**src/hw/rtl/tmsa_pkg.sv**
```systemverilog
// ----------------------------------------------------------------------------
// tmsa_pkg
// Shared types and constants for the trimmed-mean sample averager.
// ----------------------------------------------------------------------------
`default_nettype none

package tmsa_pkg;

  localparam int unsigned SampleW  = 16;
  localparam int unsigned SumW     = 32;
  localparam int unsigned DivSteps = SampleW;   // quotient always fits a sample
  localparam int unsigned DivCntW  = $clog2(DivSteps);

  localparam logic [SampleW-1:0] MinBlock    = SampleW'(3);
  localparam logic [SampleW-1:0] CountReset  = SampleW'(16);
  localparam logic [SampleW-1:0] SmallestRst = {SampleW{1'b1}};

  typedef enum logic [1:0] {
    StIdle,
    StPrep,
    StDiv,
    StFin
  } tmsa_state_e;

  // controller -> datapath
  typedef struct packed {
    logic acc_en;    // accumulate the accepted sample
    logic load_div;  // form trimmed sum, seed divider, clear block
    logic step_en;   // one restoring division step
    logic out_load;  // capture quotient into output register
  } tmsa_cmd_t;

  // datapath -> controller
  typedef struct packed {
    logic is_last;   // the sample on the input closes the block
  } tmsa_sts_t;

endpackage

`default_nettype wire

```
**src/hw/rtl/trimmed_mean_sample_averager_core.sv**
```systemverilog
// ----------------------------------------------------------------------------
// trimmed_mean_sample_averager_core
// Olympic average of 16-bit samples: block mean with one max and one min cut.
// ----------------------------------------------------------------------------
// A sample beat that does not close a block is absorbed and the next beat
// may follow at once. After the beat that closes a block no sample is taken
// until its sequence ends: the beat is folded in, the trimmed sum is formed,
// the radix-2 restoring divider runs (one quotient bit a cycle), and the
// quotient moves into the output register; that last step waits
// while an earlier mean beat is still stalled. The block length comes from
// cfg_we_i/cfg_data_i (reset 16, values below 3 act as 3); a new length
// applies at once and the divisor is always samples actually taken minus two.
// ----------------------------------------------------------------------------
`default_nettype none

module trimmed_mean_sample_averager_core
  import tmsa_pkg::*;
(
  input  wire logic               clk_i,
  input  wire logic               rst_ni,
  // configuration: block length
  input  wire logic               cfg_we_i,
  input  wire logic [SampleW-1:0] cfg_data_i,
  // sample beats in
  input  wire logic               sample_valid_i,
  output logic                    sample_stall_o,
  input  wire logic [SampleW-1:0] sample_i,
  // mean beats out
  output logic                    mean_valid_o,
  input  wire logic               mean_stall_i,
  output logic      [SampleW-1:0] mean_o
);

  tmsa_cmd_t cmd;
  tmsa_sts_t sts;

  // sequencer: owns handshakes and divider step count
  tmsa_ctrl u_ctrl (
    .clk_i          (clk_i),
    .rst_ni         (rst_ni),
    .sample_valid_i (sample_valid_i),
    .sample_stall_o (sample_stall_o),
    .mean_valid_o   (mean_valid_o),
    .mean_stall_i   (mean_stall_i),
    .sts_i          (sts),
    .cmd_o          (cmd)
  );

  // accumulators, divider and output register
  tmsa_dp u_dp (
    .clk_i      (clk_i),
    .rst_ni     (rst_ni),
    .cfg_we_i   (cfg_we_i),
    .cfg_data_i (cfg_data_i),
    .sample_i   (sample_i),
    .cmd_i      (cmd),
    .sts_o      (sts),
    .mean_o     (mean_o)
  );

  // at most one datapath command a cycle
  a_cmd_onehot: assert property (@(posedge clk_i) disable iff (!rst_ni)
    $onehot0({cmd.acc_en, cmd.load_div, cmd.step_en, cmd.out_load}))
    else $error("tmsa: overlapping datapath commands");

  // a closing beat puts the block into the busy divide sequence
  a_last_busy: assert property (@(posedge clk_i) disable iff (!rst_ni)
    (sample_valid_i && !sample_stall_o && sts.is_last) |=> sample_stall_o)
    else $error("tmsa: input not stalled after block end");

  // a new mean only appears at the end of a divide sequence
  a_mean_after_div: assert property (@(posedge clk_i) disable iff (!rst_ni)
    (!mean_valid_o ##1 mean_valid_o) |-> $past(sample_stall_o))
    else $error("tmsa: mean presented without a division");

endmodule

`default_nettype wire

```
**src/hw/rtl/tmsa_ctrl.sv**
```systemverilog
// ----------------------------------------------------------------------------
// tmsa_ctrl
// Sequencer: sample acceptance, divider stepping and output handshake.
// ----------------------------------------------------------------------------
`default_nettype none

module tmsa_ctrl
  import tmsa_pkg::*;
(
  input  wire logic      clk_i,
  input  wire logic      rst_ni,
  input  wire logic      sample_valid_i,
  output logic           sample_stall_o,
  output logic           mean_valid_o,
  input  wire logic      mean_stall_i,
  input  wire tmsa_sts_t sts_i,
  output tmsa_cmd_t      cmd_o
);

  tmsa_state_e        state_q, state_d;
  logic [DivCntW-1:0] cnt_q, cnt_d;
  logic               out_valid_q, out_valid_d;
  logic               out_free;
  logic               accept;

  assign out_free = !out_valid_q || !mean_stall_i;
  assign accept   = sample_valid_i && (state_q == StIdle);

  // next state
  always_comb begin
    state_d = state_q;
    cnt_d   = cnt_q;
    unique case (state_q)
      StIdle: begin
        if (accept && sts_i.is_last) state_d = StPrep;
      end
      StPrep: begin
        cnt_d   = '0;
        state_d = StDiv;
      end
      StDiv: begin
        cnt_d = cnt_q + DivCntW'(1);
        if (cnt_q == DivCntW'(DivSteps - 1)) state_d = StFin;
      end
      StFin: begin
        if (out_free) state_d = StIdle;
      end
      default: state_d = StIdle;
    endcase
  end

  // outputs
  always_comb begin
    cmd_o          = '0;
    sample_stall_o = 1'b1;
    unique case (state_q)
      StIdle: begin
        sample_stall_o = 1'b0;
        cmd_o.acc_en   = sample_valid_i;
      end
      StPrep: cmd_o.load_div = 1'b1;
      StDiv:  cmd_o.step_en  = 1'b1;
      StFin:  cmd_o.out_load = out_free;
      default: sample_stall_o = 1'b1;
    endcase
  end

  always_comb begin
    out_valid_d = out_valid_q;
    if (out_valid_q && !mean_stall_i) out_valid_d = 1'b0;
    if (cmd_o.out_load) out_valid_d = 1'b1;
  end

  assign mean_valid_o = out_valid_q;

  always_ff @(posedge clk_i or negedge rst_ni) begin
    if (!rst_ni) begin
      state_q     <= StIdle;
      cnt_q       <= '0;
      out_valid_q <= 1'b0;
    end else begin
      state_q     <= state_d;
      cnt_q       <= cnt_d;
      out_valid_q <= out_valid_d;
    end
  end

endmodule

`default_nettype wire

```
**src/hw/rtl/tmsa_dp.sv**
```systemverilog
// ----------------------------------------------------------------------------
// tmsa_dp
// Datapath: block accumulators, trimmed sum, radix-2 divider, output register.
// ----------------------------------------------------------------------------
`default_nettype none

module tmsa_dp
  import tmsa_pkg::*;
(
  input  wire logic               clk_i,
  input  wire logic               rst_ni,
  input  wire logic               cfg_we_i,
  input  wire logic [SampleW-1:0] cfg_data_i,
  input  wire logic [SampleW-1:0] sample_i,
  input  wire tmsa_cmd_t          cmd_i,
  output tmsa_sts_t               sts_o,
  output logic      [SampleW-1:0] mean_o
);

  logic [SampleW-1:0] count_q;
  logic [SumW-1:0]    sum_q;
  logic [SampleW-1:0] max_q, min_q, taken_q;
  logic [SampleW-1:0] dvsr_q, rem_q, quo_q, mean_q;

  logic [SampleW-1:0] limit;
  logic [SampleW:0]   taken_nx;
  logic [SampleW:0]   taken_m2;
  logic [SumW-1:0]    rest;
  logic [SampleW:0]   trial, diff;
  logic               ge;

  // counts below three behave as three
  assign limit    = (count_q < MinBlock) ? MinBlock : count_q;
  assign taken_nx = {1'b0, taken_q} + (SampleW+1)'(1);
  assign taken_m2 = taken_nx - (SampleW+1)'(2);
  assign sts_o.is_last = (taken_nx >= {1'b0, limit});

  assign rest  = sum_q - (SumW'(max_q) + SumW'(min_q));
  assign trial = {rem_q, quo_q[SampleW-1]};
  assign diff  = trial - {1'b0, dvsr_q};
  assign ge    = (trial >= {1'b0, dvsr_q});

  always_ff @(posedge clk_i or negedge rst_ni) begin
    if (!rst_ni) begin
      count_q <= CountReset;
      sum_q   <= '0;
      max_q   <= '0;
      min_q   <= SmallestRst;
      taken_q <= '0;
    end else begin
      if (cfg_we_i) count_q <= cfg_data_i;
      if (cmd_i.acc_en) begin
        sum_q <= sum_q + SumW'(sample_i);
        if (sample_i > max_q) max_q <= sample_i;
        if (sample_i < min_q) min_q <= sample_i;
        // last sample leaves the count; the clear follows in load_div
        if (!sts_o.is_last) taken_q <= taken_nx[SampleW-1:0];
      end
      if (cmd_i.load_div) begin
        sum_q   <= '0;
        max_q   <= '0;
        min_q   <= SmallestRst;
        taken_q <= '0;
      end
    end
  end

  // divider: quotient < 2^16, so the top half seeds the partial remainder
  always_ff @(posedge clk_i) begin
    if (cmd_i.acc_en) dvsr_q <= taken_m2[SampleW-1:0];
    if (cmd_i.load_div) begin
      rem_q <= rest[SumW-1:SampleW];
      quo_q <= rest[SampleW-1:0];
    end
    if (cmd_i.step_en) begin
      rem_q <= ge ? diff[SampleW-1:0] : trial[SampleW-1:0];
      quo_q <= {quo_q[SampleW-2:0], ge};
    end
    if (cmd_i.out_load) mean_q <= quo_q;
  end

  assign mean_o = mean_q;

endmodule

`default_nettype wire
```
**config.mk**
```make
export PLATFORM = sky130hd
export DESIGN_NAME = trimmed_mean_sample_averager_core
export DESIGN_NICKNAME = d
export VERILOG_FILES = /design/src/hw/rtl/tmsa_pkg.sv /design/src/hw/rtl/trimmed_mean_sample_averager_core.sv /design/src/hw/rtl/tmsa_ctrl.sv /design/src/hw/rtl/tmsa_dp.sv
export SDC_FILE = /design/constraint.sdc
export NUM_CORES = 1
export LEC_CHECK = 0
export BUFFER_PORTS_ARGS = -buffer_cell sky130_fd_sc_hd__buf_2
export CORE_MARGIN = 2
export CORE_UTILIZATION = 49
export DETAILED_ROUTE_END_ITERATION = 7
export PLACE_DENSITY = 0.68
export SETUP_SLACK_MARGIN = 0.1
export SYNTH_ARGS = -nofsm -noshare
export SYNTH_HDL_FRONTEND = slang
export SYNTH_SLANG_ARGS = --single-unit
export TNS_END_PERCENT = 50
```
**constraint.sdc**
```tcl
create_clock -name clk_i -period 4.7 [get_ports clk_i]
set_input_delay 0.705 -clock clk_i [delete_from_list [all_inputs] [get_ports clk_i]]
set_output_delay 0.705 -clock clk_i [all_outputs]
set_load 0.005 [all_outputs]
```
; ---- Word-level counts from Yosys, hierarchy flattened
; Cells that the tools add are included.
[word_totals]
out_inout_bits = 18
latchBits = 0
mem_bits_ro = 0
ram_bits = 0
n_memories = 0
register_bits = 167
wordCells = 78
inputBits = 37
[op_classes]
mul = 0
n_mux = 29
div_mod_pow = 0
reduce_logical = 17
shift = 0
bitwise = 0
addsub = 7
eq_ne = 8
magnitude_cmp = 5
[op_table]
columns = cell, n
row1 = 2-to-1 mux 16 bit, 15
row2 = 2-to-1 mux 32 bit, 2
row3 = greater-or-equal comparator 17 x 16 -> 1 bit, 2
row4 = adder 32 x 16 -> 32 bit, 1
row5 = subtractor 32 bit, 1
row6 = "adder 16 x 1 -> 17 bit, second input constant", 1
row7 = adder 16 x 16 -> 17 bit, 1
row8 = > comparator 16 bit, 1
row9 = < comparator 16 bit, 1
row10 = "< comparator 16 x 2 -> 1 bit, second input constant", 1
row11 = subtractor 16 bit, 1
row12 = "subtractor 16 x 2 -> 16 bit, second input constant", 1
row13 = nonzero test 2 bit, 6
row14 = case mux 2 bit (4 select lines), 1
row15 = case mux 4 bit (2 select lines), 1
row16 = 2-to-1 mux 1 bit, 7
row17 = 2-to-1 mux 2 bit, 3
row18 = AND reduction 2 bit, 3
row19 = "adder 4 x 1 -> 4 bit, second input constant", 1
row20 = "== test 2 bit, second input constant", 2
row21 = "== test 4 bit, second input constant", 1
row22 = "!= test 2 x 1 -> 1 bit, second input constant", 2
row23 = "!= test 2 bit, second input constant", 2
row24 = logical AND 1 bit, 3
row25 = other kinds (5), 6

; ---- Longest topological paths before layout
[depth]
ltp_word = 6
mapped_depth = 19
mapped_depth_nobuf = 18

; ---- Hierarchy
; Synthesis repeated with hierarchy kept, for this count alone.
[hier_totals]
cells_unflattened = 1307
hier_area_um2 = 12201.7
[modules_own_cells]
columns = module, cells_each, seq_area_each_um2, area_per_inst_um2, n_inst
row1 = tmsa_dp, 1265, 4345.4, 11755.0, 1
row2 = tmsa_ctrl, 42, 175.2, 446.7, 1

; ---- Worst setup path before layout
; OpenSTA, ideal clock, no wires.
[synth_path]
kind = reg-to-reg
from = register u_dp.max_q[0]
to = register u_dp.rem_q[15] (data pin)
period_less_slack_ns = 4.426
n_path_buf = 0
path_stages_with_launch = 18
setup_ns = 0.262
arrival_ns = 4.164
required_ns = 4.438
path_slack_ns = 0.274
cell_sequence = dfrtp_1 > ha_1 > fa_1 > a21o_1 > a21oi_1 > o21bai_1 > a21o_1 > a311o_1 > xnor2_1 > ha_1 > nand4_1 > nor4b_1 > o21ai_1 > nor4b_4 > o31ai_4 > a21oi_1 > mux2_2 > a311o_2
[synth_between]
elab_chain_cells = 4
[synth_rtl]
columns = item, line_no
row1 = "start, declared", tmsa_dp.sv:22  ; logic [SampleW-1:0] max_q, min_q, taken_q;
row2 = "start signal, assigned", tmsa_dp.sv:54  ; if (sample_i > max_q) max_q <= sample_i;
row3 = adder 16 x 16 -> 17 bit, tmsa_dp.sv:38  ; assign rest = sum_q - (SumW'(max_q) + SumW'(min_q));
row4 = subtractor 32 bit, tmsa_dp.sv:38
row5 = 2-to-1 mux 16 bit, tmsa_dp.sv:71  ; if (cmd_i.load_div) begin
row6 = 2-to-1 mux 16 bit, tmsa_dp.sv:75  ; if (cmd_i.step_en) begin
row7 = "end signal, assigned", tmsa_dp.sv:72  ; rem_q <= rest[SumW-1:SampleW];
row8 = "end signal, assigned", tmsa_dp.sv:76  ; rem_q <= ge ? diff[SampleW-1:0] : trial[SampleW-1:0];
row9 = "end, declared", tmsa_dp.sv:23  ; logic [SampleW-1:0] dvsr_q, rem_q, quo_q, mean_q;
; No other way between the ends. The select of a mux whose other input is x is not followed.
; A chain may end at the register's enable or synchronous reset.

; ---- Worst setup path in the final report
; Ends and elaborated chain as after synthesis.

==> impl_metrics.json <==
{
  "wl_mm": 27.7,
  "clkTransAtPathRegs_ps": 70,
  "ctsHoldBuffers": 0,
  "criticalPathCategory": "flop to flop",
  "place_area_um2": 12600,
  "synth_edf_count": 64,
  "fin_skew_ps": 14.5,
  "layout_common_cells": "nor2_1 (120), ha_1 (117), inv_1 (102), nand2_1 (101), dfrtp_1 (86)",
  "core_area_um2": 24100,
  "leakage_uw": 0.00607,
  "layout-drive-gt1-share_pct": 12.6,
  "ys_warn_count": 0,
  "grt_pass1_wl_mm": 45.7,
  "multi_input_area_um2": 6920,
  "num-fill-cells": 2189,
  "routedWlPerCell_um": 16.6,
  "port_buffers": 54,
  "final-hold-violation-count": 0,
  "gr-total-overflow": 0,
  "syn_to_final_growth_pct": 10.9,
  "pin_count": 55,
  "post_synth.cell_area_avg_um2": 9.33,
  "antenna_found_initial": 0,
  "global_route.usage.met2_pct": 32.7,
  "cp_max_fo": 3,
  "hp-class": "input pin to asynchronous set/reset pin",
  "dr.pass1.iters": 5,
  "grt_usage_pct": 22.1,
  "via_per_inst": 5.64,
  "drc_errors": 0,
  "globalplace.congestion": 0.834,
  "clock-sinks": 167,
  "row_count": 57,
  "dr.first_iter.drc_count": 805,
  "ant_nets": 0,
  "fp.dieW_um": 160,
  "grt_util_met1_pct": 33.5,
  "period_share_pct": 93.3,
  "cp-end-kind": "flop",
  "dieArea_um2": 25700,
  "ys_seq_area_share_pct": 37.8,
  "fin_tns_setup_ps": 0,
  "synth_nets": 1443,
  "vdd_drop_max_v": 0.000348,
  "die_h_um": 160,
  "synthTopCellsByArea": "dfrtp_1 (18%), edfxtp_1 (16%), ha_1 (13%)",
  "mappedNetlistArea_um2": 12000,
  "grt_pass1_vias": 8934,
  "antenna_cells": 0,
  "status": "finished, final reports clean",
  "ys_ff_latch": 167,
  "crit_arrival_ps": 4570,
  "synthArstFlopShare_pct": 61.7,
  "timing.fmax_ghz": 0.228,
  "seq_area_um2": 4520,
  "grt_max_degree": 79,
  "cts_buffers": 17,
  "start_kind": "flop",
  "dp_hpwl_mm": 20.4,
  "setup_viol": 0,
  "grt.busiest_layer": "met1",
  "cts_tree": "yes",
  "design_area_um2": 13300,
  "syn_inst": 1282,
  "required_ps": 4890,
  "clk_path_buf_depth": 2,
  "maxSlewViolCount": 0,
  "htreeDepth": 4,
  "start_util_pct": 49.6,
  "maxCapViolCount": 0,
  "grt_use_met3_pct": 3.43,
  "rsz0062_at_grt": "no",
  "synth_top_area_share_pct": 18.0,
  "vias": 9414,
  "final_common_cell": "nor2_1",
  "fin_crit_ps": 4390,
  "clockRootBuffer": "clkbuf_16",
  "worstMarginPinSlew_ps": 1090,
  "nets": 1492,
  "pwr_density_cell_nw_per_um2": 787,
  "synth.distinct_cells": 73,
  "worstSkewPairLatency_ps": 440,
  "slew_headroom_pct": 26.8,
  "reg2reg_depth": 17,
  "synth_area_leader_cell": "dfrtp_1",
  "ys.flop_type": "dfrtp_1"
}
[flip-flops by register name, summed over array words and instances (netlist names)]
| signal | count |
|---|---|
| u_dp.min_q | 16 |
| u_dp.sum_q | 32 |
| u_dp.count_q | 16 |
| u_ctrl.cnt_q | 4 |
| u_dp.dvsr_q | 16 |
| u_ctrl.state_q | 2 |
| u_dp.max_q | 16 |
| u_ctrl.mean_valid_o | 1 |
| u_dp.rem_q | 16 |
| u_dp.quo_q | 16 |
| u_dp.taken_q | 16 |
| u_dp.mean_o | 16 |
[critical path, cell delays in order, from the launching register on]
cell and delay [ps]:
dfrtp_1 400, ha_2 200, fa_2 340, a21o_1 190
a21oi_2 140, o21bai_1 70, a21o_1 220, a311o_1 420
xnor2_1 140, ha_1 320, a21o_1 200, a21oi_2 140
o21ai_2 90, nor4b_4 310, o31ai_4 90, a21oi_2 150
mux2_2 340, a311o_2 350
[report_power, final]
group | leakage [uW] | total, uW | internal (uW) | switching, uW
Combinational | 0.00386 | 6320 | 2650 | 3670
Sequential | 0.00192 | 2670 | 2320 | 343
Clock | 0.000290 | 1450 | 812 | 638
[kinds of logic (layout without fill, tap and decap cells)]
kind of cell | Yosys count | count (layout) | synth area share (%)
simple gates | 396 | 396 | 16.0
compound gates | 276 | 276 | 14.9
flops | 167 | 167 | 37.8
buf+inv | 148 | 210 | 4.83
fa+ha+maj | 124 | 124 | 13.2
xor+xnor | 108 | 108 | 7.91
mux | 63 | 63 | 5.38
[metrics by stage]
stage	hold slack [ps]	worst slack [ps]	power, uW	cells	util (%)
3_3_place_gp	431	159	8680	1634	52.3
4_1_cts	41.3	106	10300	1666	54.8
2_1_floorplan	409	274	7300	1282	-
3_5_place_dp	432	75.9	8820	1634	52.3
5_1_grt	35.7	81.2	11300	1668	55.0
6_report	47.9	315	10400	1668	55.0
[synth_stat cells (27+ instances only)]
library cell	n
xnor2_1	66
o21ai_0	70
clkbuf_1	29
a21o_1	31
nor3_1	27
edfxtp_1	64
inv_1	102
ha_1	120
dfrtp_1	86
a21oi_1	74
nand2_1	101
nor2_1	121
xor2_1	42
mux2i_1	53
nand3_1	36
[what timing repair did]
action / CTS / global route
resized for setup: 2 / 8
pin swaps: 1 / 5
endpoints found under the setup margin: 1 / 13
gates cloned: 0 / 0
setup buffers: 0 / 2
[area by class of cell]
class                   instances  share of cell area (%)
multi-input cells             967                    52.1
well taps                     324                    3.06
repair buffers                 76                    3.30
flip-flops and latches        167                    34.1
clock inverters                11                   0.830
clock buffers                  21                    3.71
inverters                     102                    2.89
[per-layer routing]
metal	wire length, um	vias up	part of all wire (%)
met5	0	-	0
met4	463	0	1.7
met3	1230	37	4.4
met2	11900	206	43
met1	14100	4519	51
li1	-	4652	-
[path summary, 6_finish.rpt]
check / from / to / slack (ps)
max: u_dp.max_q[0] / u_dp.rem_q[15] / 310
min: rst_ni / u_dp.max_q[3] / 50
max reg2reg: u_dp.max_q[0] / u_dp.rem_q[15] / 310
min reg2reg: u_dp.quo_q[10] / u_dp.mean_o[10] / 450
max in group asynchronous: rst_ni / u_dp.count_q[12] / 3630
min in group clk_i: u_dp.quo_q[10] / u_dp.mean_o[10] / 450
Note: power is estimated with default switching activity, not from simulation.
